File: src/sv/dfq_pkg.sv
// Package for the deduplicating FIFO queue.
// Holds the item layout, status codes, controller states and the command/status structs.
// Depends on nothing.
package dfq_pkg;

    localparam int WIDTH       = 32;
    localparam int ST_W        = 2;
    localparam int OCC_W       = 5;
    localparam int S_TDATA_W   = 32;
    localparam int M_TDATA_W   = 40;
    localparam int DATA_LSB    = ST_W;
    localparam int OCC_LSB     = ST_W + WIDTH;
    localparam int M_USED_W    = ST_W + WIDTH + OCC_W;

    typedef enum logic [ST_W-1:0] {
        ST_DONE  = 2'd0,
        ST_DUP   = 2'd1,
        ST_FULL  = 2'd2,
        ST_EMPTY = 2'd3
    } status_t;

    typedef enum logic {
        KIND_ENQ = 1'b0,
        KIND_DEQ = 1'b1
    } kind_t;

    typedef enum logic [2:0] {
        S_IDLE,
        S_CLASSIFY,
        S_CHECK,
        S_DEQ,
        S_RESULT
    } state_t;

    typedef struct packed {
        logic    load_item;
        logic    scan_start;
        logic    rd_issue;
        logic    scan_adv;
        logic    commit_enq;
        logic    commit_deq;
        logic    load_out;
        status_t out_status;
    } cmd_t;

    typedef struct packed {
        logic is_deq;
        logic full;
        logic empty;
        logic scan_end;
        logic match;
        logic out_free;
    } stat_t;

endpackage

File: src/sv/dfq_ctrl.sv
// Controller state machine of the deduplicating FIFO queue.
// Sequences classify, serial duplicate scan, dequeue read and result load.
// Depends on dfq_pkg.
module dfq_ctrl (
    input  logic           clk,
    input  logic           rst_n,
    input  logic           s_axis_tvalid,
    output logic           s_axis_tready,
    input  dfq_pkg::stat_t stat,
    output dfq_pkg::cmd_t  cmd
);

    dfq_pkg::state_t  state_reg;
    dfq_pkg::state_t  state_next;
    dfq_pkg::status_t st_reg;
    dfq_pkg::status_t st_next;

    always_ff @(posedge clk or negedge rst_n)
    begin
        if (!rst_n)
        begin
            state_reg <= dfq_pkg::S_IDLE;
            st_reg    <= dfq_pkg::ST_DONE;
        end
        else
        begin
            state_reg <= state_next;
            st_reg    <= st_next;
        end
    end

    always_comb
    begin
        state_next     = state_reg;
        st_next        = st_reg;
        s_axis_tready  = 1'b0;
        cmd.load_item  = 1'b0;
        cmd.scan_start = 1'b0;
        cmd.rd_issue   = 1'b0;
        cmd.scan_adv   = 1'b0;
        cmd.commit_enq = 1'b0;
        cmd.commit_deq = 1'b0;
        cmd.load_out   = 1'b0;
        cmd.out_status = st_reg;
        unique case (state_reg)
            dfq_pkg::S_IDLE:
            begin
                s_axis_tready = 1'b1;
                if (s_axis_tvalid)
                begin
                    cmd.load_item  = 1'b1;
                    cmd.scan_start = 1'b1;
                    state_next     = dfq_pkg::S_CLASSIFY;
                end
            end
            dfq_pkg::S_CLASSIFY:
            begin
                if (stat.is_deq)
                begin
                    if (stat.empty)
                    begin
                        st_next    = dfq_pkg::ST_EMPTY;
                        state_next = dfq_pkg::S_RESULT;
                    end
                    else
                    begin
                        cmd.rd_issue = 1'b1;
                        state_next   = dfq_pkg::S_DEQ;
                    end
                end
                else if (stat.full)
                begin
                    st_next    = dfq_pkg::ST_FULL;
                    state_next = dfq_pkg::S_RESULT;
                end
                else if (stat.scan_end)
                begin
                    cmd.commit_enq = 1'b1;
                    st_next        = dfq_pkg::ST_DONE;
                    state_next     = dfq_pkg::S_RESULT;
                end
                else
                begin
                    cmd.rd_issue = 1'b1;
                    cmd.scan_adv = 1'b1;
                    state_next   = dfq_pkg::S_CHECK;
                end
            end
            dfq_pkg::S_CHECK:
            begin
                if (stat.match)
                begin
                    st_next    = dfq_pkg::ST_DUP;
                    state_next = dfq_pkg::S_RESULT;
                end
                else if (stat.scan_end)
                begin
                    cmd.commit_enq = 1'b1;
                    st_next        = dfq_pkg::ST_DONE;
                    state_next     = dfq_pkg::S_RESULT;
                end
                else
                begin
                    cmd.rd_issue = 1'b1;
                    cmd.scan_adv = 1'b1;
                end
            end
            dfq_pkg::S_DEQ:
            begin
                cmd.commit_deq = 1'b1;
                st_next        = dfq_pkg::ST_DONE;
                state_next     = dfq_pkg::S_RESULT;
            end
            dfq_pkg::S_RESULT:
            begin
                if (stat.out_free)
                begin
                    cmd.load_out = 1'b1;
                    state_next   = dfq_pkg::S_IDLE;
                end
            end
            default:
            begin
                state_next = dfq_pkg::S_IDLE;
            end
        endcase
    end

endmodule

File: src/sv/dfq_datapath.sv
// Datapath of the deduplicating FIFO queue: entry memory, head and count,
// scan pointer, compare, and the output register. Depends on dfq_pkg.
module dfq_datapath #(
    parameter int DEPTH = 16
) (
    input  logic                              clk,
    input  logic                              rst_n,
    input  logic [dfq_pkg::S_TDATA_W-1:0]     s_axis_tdata,
    input  logic                              s_axis_tuser,
    output logic                              m_axis_tvalid,
    input  logic                              m_axis_tready,
    output logic [dfq_pkg::M_TDATA_W-1:0]     m_axis_tdata,
    input  dfq_pkg::cmd_t                     cmd,
    output dfq_pkg::stat_t                    stat
);

    localparam int AW = (DEPTH > 1) ? $clog2(DEPTH) : 1;
    localparam int CW = $clog2(DEPTH + 1);

    logic [dfq_pkg::WIDTH-1:0]     mem [DEPTH];
    logic [dfq_pkg::WIDTH-1:0]     item_reg;
    dfq_pkg::kind_t                kind_reg;
    logic [dfq_pkg::WIDTH-1:0]     rd_data_reg;
    logic [AW-1:0]                 head_reg;
    logic [CW-1:0]                 count_reg;
    logic [AW-1:0]                 ptr_reg;
    logic [CW-1:0]                 idx_reg;
    logic                          out_valid_reg;
    logic [dfq_pkg::M_TDATA_W-1:0] out_tdata_reg;

    logic [AW:0]                   tail_sum;
    logic [AW:0]                   tail_wrap;
    logic [AW-1:0]                 tail_addr;
    logic [AW-1:0]                 head_inc;
    logic [AW-1:0]                 ptr_inc;
    logic [31:0]                   occ_wide;
    logic [dfq_pkg::WIDTH-1:0]     res_data;
    logic [dfq_pkg::M_TDATA_W-1:0] out_tdata_next;

    assign tail_sum  = {1'b0, head_reg} + (AW+1)'(count_reg);
    assign tail_wrap = (tail_sum >= (AW+1)'(DEPTH)) ? tail_sum - (AW+1)'(DEPTH) : tail_sum;
    assign tail_addr = tail_wrap[AW-1:0];
    assign head_inc  = (head_reg == AW'(DEPTH - 1)) ? '0 : head_reg + 1'b1;
    assign ptr_inc   = (ptr_reg == AW'(DEPTH - 1)) ? '0 : ptr_reg + 1'b1;

    assign stat.is_deq   = (kind_reg == dfq_pkg::KIND_DEQ);
    assign stat.full     = (count_reg == CW'(DEPTH));
    assign stat.empty    = (count_reg == '0);
    assign stat.scan_end = (idx_reg == count_reg);
    assign stat.match    = (rd_data_reg == item_reg);
    assign stat.out_free = !out_valid_reg || m_axis_tready;

    always_ff @(posedge clk)
    begin
        if (cmd.commit_enq)
        begin
            mem[tail_addr] <= item_reg;
        end
        if (cmd.rd_issue)
        begin
            rd_data_reg <= mem[ptr_reg];
        end
        if (cmd.load_item)
        begin
            item_reg <= s_axis_tdata[dfq_pkg::WIDTH-1:0];
            kind_reg <= dfq_pkg::kind_t'(s_axis_tuser);
        end
        if (cmd.load_out)
        begin
            out_tdata_reg <= out_tdata_next;
        end
    end

    always_ff @(posedge clk or negedge rst_n)
    begin
        if (!rst_n)
        begin
            head_reg      <= '0;
            count_reg     <= '0;
            ptr_reg       <= '0;
            idx_reg       <= '0;
            out_valid_reg <= 1'b0;
        end
        else
        begin
            if (cmd.scan_start)
            begin
                ptr_reg <= head_reg;
                idx_reg <= '0;
            end
            else if (cmd.scan_adv)
            begin
                ptr_reg <= ptr_inc;
                idx_reg <= idx_reg + 1'b1;
            end
            if (cmd.commit_enq)
            begin
                count_reg <= count_reg + 1'b1;
            end
            else if (cmd.commit_deq)
            begin
                count_reg <= count_reg - 1'b1;
                head_reg  <= head_inc;
            end
            if (cmd.load_out)
            begin
                out_valid_reg <= 1'b1;
            end
            else if (m_axis_tready)
            begin
                out_valid_reg <= 1'b0;
            end
        end
    end

    always_comb
    begin
        occ_wide = 32'(count_reg);
        res_data = ((cmd.out_status == dfq_pkg::ST_DONE) && stat.is_deq) ? rd_data_reg : '0;
        out_tdata_next = '0;
        out_tdata_next[dfq_pkg::ST_W-1:0] = cmd.out_status;
        out_tdata_next[dfq_pkg::DATA_LSB +: dfq_pkg::WIDTH] = res_data;
        out_tdata_next[dfq_pkg::OCC_LSB +: dfq_pkg::OCC_W] = occ_wide[dfq_pkg::OCC_W-1:0];
    end

    assign m_axis_tvalid = out_valid_reg;
    assign m_axis_tdata  = out_tdata_reg;

endmodule

File: src/sv/dedup_fifo_queue.sv
// Top level of the deduplicating FIFO queue: controller plus datapath.
// Depends on dfq_pkg, dfq_ctrl and dfq_datapath.
//
// One item at a time. An enqueue compares the stored entries, at most the occupancy,
// until a match or the end, since the duplicate search reads the entry memory one
// entry per cycle through its single read port. A full enqueue or an empty dequeue
// goes from classify straight to result, a dequeue through a read state between.
// The result sits in an output register, so the next item is taken while it waits;
// only a second result stalls. No clearing pass after reset.
module dedup_fifo_queue #(
    parameter int DEPTH = 16
) (
    input  logic                          clk,
    input  logic                          rst_n,
    input  logic                          s_axis_tvalid,
    output logic                          s_axis_tready,
    input  logic [dfq_pkg::S_TDATA_W-1:0] s_axis_tdata,   // item_value
    input  logic                          s_axis_tuser,   // kind
    output logic                          m_axis_tvalid,
    input  logic                          m_axis_tready,
    output logic [dfq_pkg::M_TDATA_W-1:0] m_axis_tdata    // status, data_out, occupancy, pad
);

    dfq_pkg::cmd_t  cmd;
    dfq_pkg::stat_t stat;

    dfq_ctrl u_ctrl (
        .clk           (clk),
        .rst_n         (rst_n),
        .s_axis_tvalid (s_axis_tvalid),
        .s_axis_tready (s_axis_tready),
        .stat          (stat),
        .cmd           (cmd)
    );

    dfq_datapath #(
        .DEPTH (DEPTH)
    ) u_datapath (
        .clk           (clk),
        .rst_n         (rst_n),
        .s_axis_tdata  (s_axis_tdata),
        .s_axis_tuser  (s_axis_tuser),
        .m_axis_tvalid (m_axis_tvalid),
        .m_axis_tready (m_axis_tready),
        .m_axis_tdata  (m_axis_tdata),
        .cmd           (cmd),
        .stat          (stat)
    );

endmodule

File: config.mk
export PLATFORM = sky130hd
export DESIGN_NAME = dedup_fifo_queue
export DESIGN_NICKNAME = d
export VERILOG_FILES = /design/src/sv/dfq_pkg.sv /design/src/sv/dfq_ctrl.sv /design/src/sv/dfq_datapath.sv /design/src/sv/dedup_fifo_queue.sv
export SDC_FILE = /design/constraint.sdc
export NUM_CORES = 1
export LEC_CHECK = 0
export ABC_AREA = 1
export BUFFER_PORTS_ARGS = -buffer_cell sky130_fd_sc_hd__buf_2
export CORE_UTILIZATION = 45
export CTS_BUF_LIST = sky130_fd_sc_hd__clkbuf_16
export DETAILED_ROUTE_END_ITERATION = 6
export PLACE_DENSITY_LB_ADDON = 0.05
export SYNTH_ARGS = -nofsm -noshare
export SYNTH_HDL_FRONTEND = slang
export SYNTH_SLANG_ARGS = --single-unit
File: constraint.sdc
create_clock -name clk -period 3.1 [get_ports clk]
set_input_delay 0.31 -clock clk [delete_from_list [all_inputs] [get_ports clk]]
set_output_delay 0.31 -clock clk [all_outputs]
set_load 0.02 [all_outputs]
==> results.py <==
metrics = {
    "outcome": {
        "status": "finished clean",
    },
    "power_and_ir_drop": {
        "swShare_pct": 33.6,
        "pwr-share-seq_pct": 42.4,
        "p_sw_mw": 8.95,
        "p_comb_share_pct": 28.2,
        "power_frac_clock_pct": 29.4,
        "leakage_nw": 10.4,
        "internal_power_mw": 17.7,
        "power_per_cell_area_nw_per_um2": 891,
        "peakVddDrop_v": 0.000554,
        "p_total_mw": 26.6,
    },
    "detailed_routing": {
        "wl_per_cell_microns": 23.0,
        "dr.first_iter.drc_count": 1137,
        "routed_wl_mm": 63.2,
        "drt_pre_antenna_iters": 5,
        "vias_per_cell": 5.46,
        "drc": 0,
        "num_vias": 14986,
        "postRouteAntennaNets": 0,
    },
    "synth": {
        "ys_seq_elements": 640,
        "syn_area_sq_um": 25400,
        "synth_top_family_by_area": "compound AO/OA/AOI/OAI gates",
        "synth_compound_area_share_pct": 8.35,
        "yosys.area_share.simple_pct": 8.01,
        "synthAdderAreaFrac_pct": 0.600,
        "syn_inst": 1764,
        "synth_edf_count": 616,
        "ys_types": 40,
        "syn_nets": 1812,
        "postSynth.asyncResetShare_pct": 3.75,
        "synth-xor-area-share_pct": 1.14,
        "yosysSeqAreaShare_pct": 75.1,
        "synthMuxAreaShare_pct": 3.70,
        "synth_ff_type": "edfxtp_1",
        "yosysWarnings": 0,
        "avgSynthCellArea_sq_um": 14.4,
    },
    "sta": {
        "rsz0062_at_grt": "false",
        "fin_crit_sh_pct": 90.2,
        "max_freq_ghz": 0.358,
        "hold_viol": 0,
        "drv_slew": 0,
        "tns_ps": 0,
        "finalClockSkew_ps": 21.5,
        "setup_violations": 0,
        "fin_crit_ps": 2800,
        "tightest_slew_ps": 722,
        "timing.slew.headroom_pct": 51.8,
    },
    "layout": {
        "postLayoutCoreUtil_pct": 53.9,
        "drive_above_1_share_pct": 15.6,
        "diodes": 0,
        "largest_register": "u_datapath.mem",
        "nFillCells": 4526,
        "syn_to_final_growth_pct": 17.6,
        "layout_common_cells": "edfxtp_1 (616), nor2_1 (249), nand2_1 (148), o21ai_0 (139)",
        "final_nets": 1990,
        "fin_cells": 2745,
        "final_common_cell": "edfxtp_1",
        "largest_reg_flops": 512,
        "multi_input_area_sq_um": 5710,
        "regArea_sq_um": 19100,
    },
    "critical_path": {
        "critPathKind": "reg -> reg",
        "worstPathArrival_ps": 3090,
        "end_kind": "flop",
        "crit_path_start_kind": "flop",
        "worstPathMaxFanout": 19,
        "crit_required_ps": 3400,
    },
    "clocking": {
        "cts_root_buf": "clkbuf_16",
        "cts_made_buffers": 71,
        "clk_path_buf_depth": 3,
        "clk_latency_ps": 610,
        "cts_setup_buffers": 0,
        "cts_max_level": 3,
        "cts.sinks": 640,
        "clk_pin_slew_ps": 60,
        "cts_tree": "yes",
    },
    "placement": {
        "port_buffers": 77,
        "hpwl_mm": 35.5,
        "placedCellCount": 2580,
        "place.gp.congestion": 0.747,
    },
    "die": {
        "placementRows": 86,
        "initial_core_util_pct": 45.9,
        "ioPinCount": 79,
        "coreArea_sq_um": 55400,
        "die_x_microns": 240,
        "die_y_microns": 240,
        "die_area_sq_um": 57500,
    },
    "global_routing": {
        "grt_remaining_overflow": 0,
        "grtUsageTotal_pct": 22.3,
        "grt_max_degree": 87,
        "grt_pass1_wl_mm": 93.7,
        "antenna_found_initial": 0,
        "grt_pass1_vias": 14935,
    },
    "job": {
        "drv_cap": 0,
    },
    "min_path": {
        "hold_path.class": "in -> reg",
    },
}
==> layer usage <==
layer / global-route usage, % / up-vias / wire (microns)
li1: - / 6967 / -
met1: 30.4 / 7571 / 27900
met2: 36.8 / 354 / 31000
met3: 3.32 / 94 / 2690
met4: 7.25 / 0 / 1570
met5: 0 / - / 0
==> synthesized netlist by cell type (3+ instances only) <==
| master | count | area [sq um] |
|---|---|---|
| buf_4 | 6 | 45.0 |
| o221ai_1 | 94 | 823 |
| nor2_1 | 268 | 1010 |
| xnor2_1 | 28 | 245 |
| o211ai_1 | 29 | 218 |
| edfxtp_1 | 616 | 18500 |
| inv_2 | 5 | 18.8 |
| clkbuf_1 | 66 | 248 |
| a21oi_1 | 9 | 45.0 |
| mux2i_1 | 94 | 941 |
| nor3_1 | 6 | 30.0 |
| nor2_2 | 3 | 18.8 |
| dfrtp_1 | 24 | 601 |
| o21ai_1 | 6 | 30.0 |
| o21ai_0 | 139 | 696 |
| o32ai_1 | 29 | 254 |
| nand2_2 | 4 | 25.0 |
| xor2_1 | 5 | 43.8 |
| nand3_2 | 3 | 30.0 |
| ha_1 | 9 | 113 |
| o22ai_1 | 5 | 31.3 |
| buf_6 | 11 | 124 |
| inv_1 | 69 | 259 |
| buf_2 | 16 | 80.1 |
| nand2_1 | 149 | 559 |
| nand3_1 | 53 | 265 |
==> layout make-up <==
cell class              count  share of cell area (%)
repair buffers            203                    5.63
inverters                  76                   0.971
flip-flops and latches    640                    63.9
multi-input cells         950                    19.1
clock inverters            53                   0.958
well taps                 748                    3.13
clock buffers              75                    6.28
==> critical path: stages, from the launching register on <==
cell and delay (ps):
edfxtp_1 450, xnor2_1 210, nand2_1 80, nor2_1 40
nand2_1 150, nor2_4 70, nand2_1 170, buf_4 170
nand3_1 80, nand2_2 120, nand3_2 130, nor2_4 520
buf_12 290
==> cells by family after synthesis <==
kind of cell    count (synthesis)
fa+ha+maj                      11
flops                         640
simple gates                  495
buf+inv                       176
mux                            94
xor+xnor                       33
other cells                     1
compound gates                314
==> repair_timing <==
| item | in CTS | in global routing |
|---|---|---|
| resized for setup | 0 | 5 |
| hold endpoints to repair | 58 | 0 |
| endpoints found under the setup margin | 0 | 65 |
| hold buffers | 35 | 0 |
==> final timing paths <==
path,startpoint,end,slack (ps),cells past startpoint
worst max-delay path,u_datapath.item_reg[15]$_DFFE_PP_,u_datapath.mem[12][4]$_DFFE_PP_,300,12
worst min-delay path,s_axis_tvalid,u_ctrl.state_reg[2]$_DFFE_PN0P_,130,4
worst max register to register,u_datapath.item_reg[15]$_DFFE_PP_,u_datapath.mem[12][4]$_DFFE_PP_,300,12
worst min register to register,u_ctrl.st_reg[1]$_DFFE_PN0P_,u_datapath.m_axis_tdata[1]$_DFFE_PP_,530,0
max in group asynchronous,rst_n,u_datapath.ptr_reg[1]$_DFFE_PN0P_,2380,2
min in group asynchronous,rst_n,u_datapath.count_reg[3]$_DFFE_PN0P_,260,2
==> power groups by stage <==
stage / combinational (mW) / sequential [mW] / clock [mW]
after floorplan: 4.74 / 11.5 / 0
after detailed placement: 7.52 / 11.5 / 0
after CTS: 7.60 / 11.3 / 7.99
after global routing: 8.29 / 11.4 / 8.28
after global placement: 7.48 / 11.4 / 0
final: 7.51 / 11.3 / 7.82
==> through the flow <==
step | hold WS (ps) | worst slack (ps) | instance area, sq um
6_report | 126 | 304 | 29900
5_1_grt | 144 | 0.930 | 29900
4_1_cts | 93.4 | 93.6 | 29900
3_5_place_dp | 350 | 123 | 27300
3_3_place_gp | 347 | 108 | 27300
2_1_floorplan | 14.4 | -173 | 25400
(Power assumes the default switching activity.)
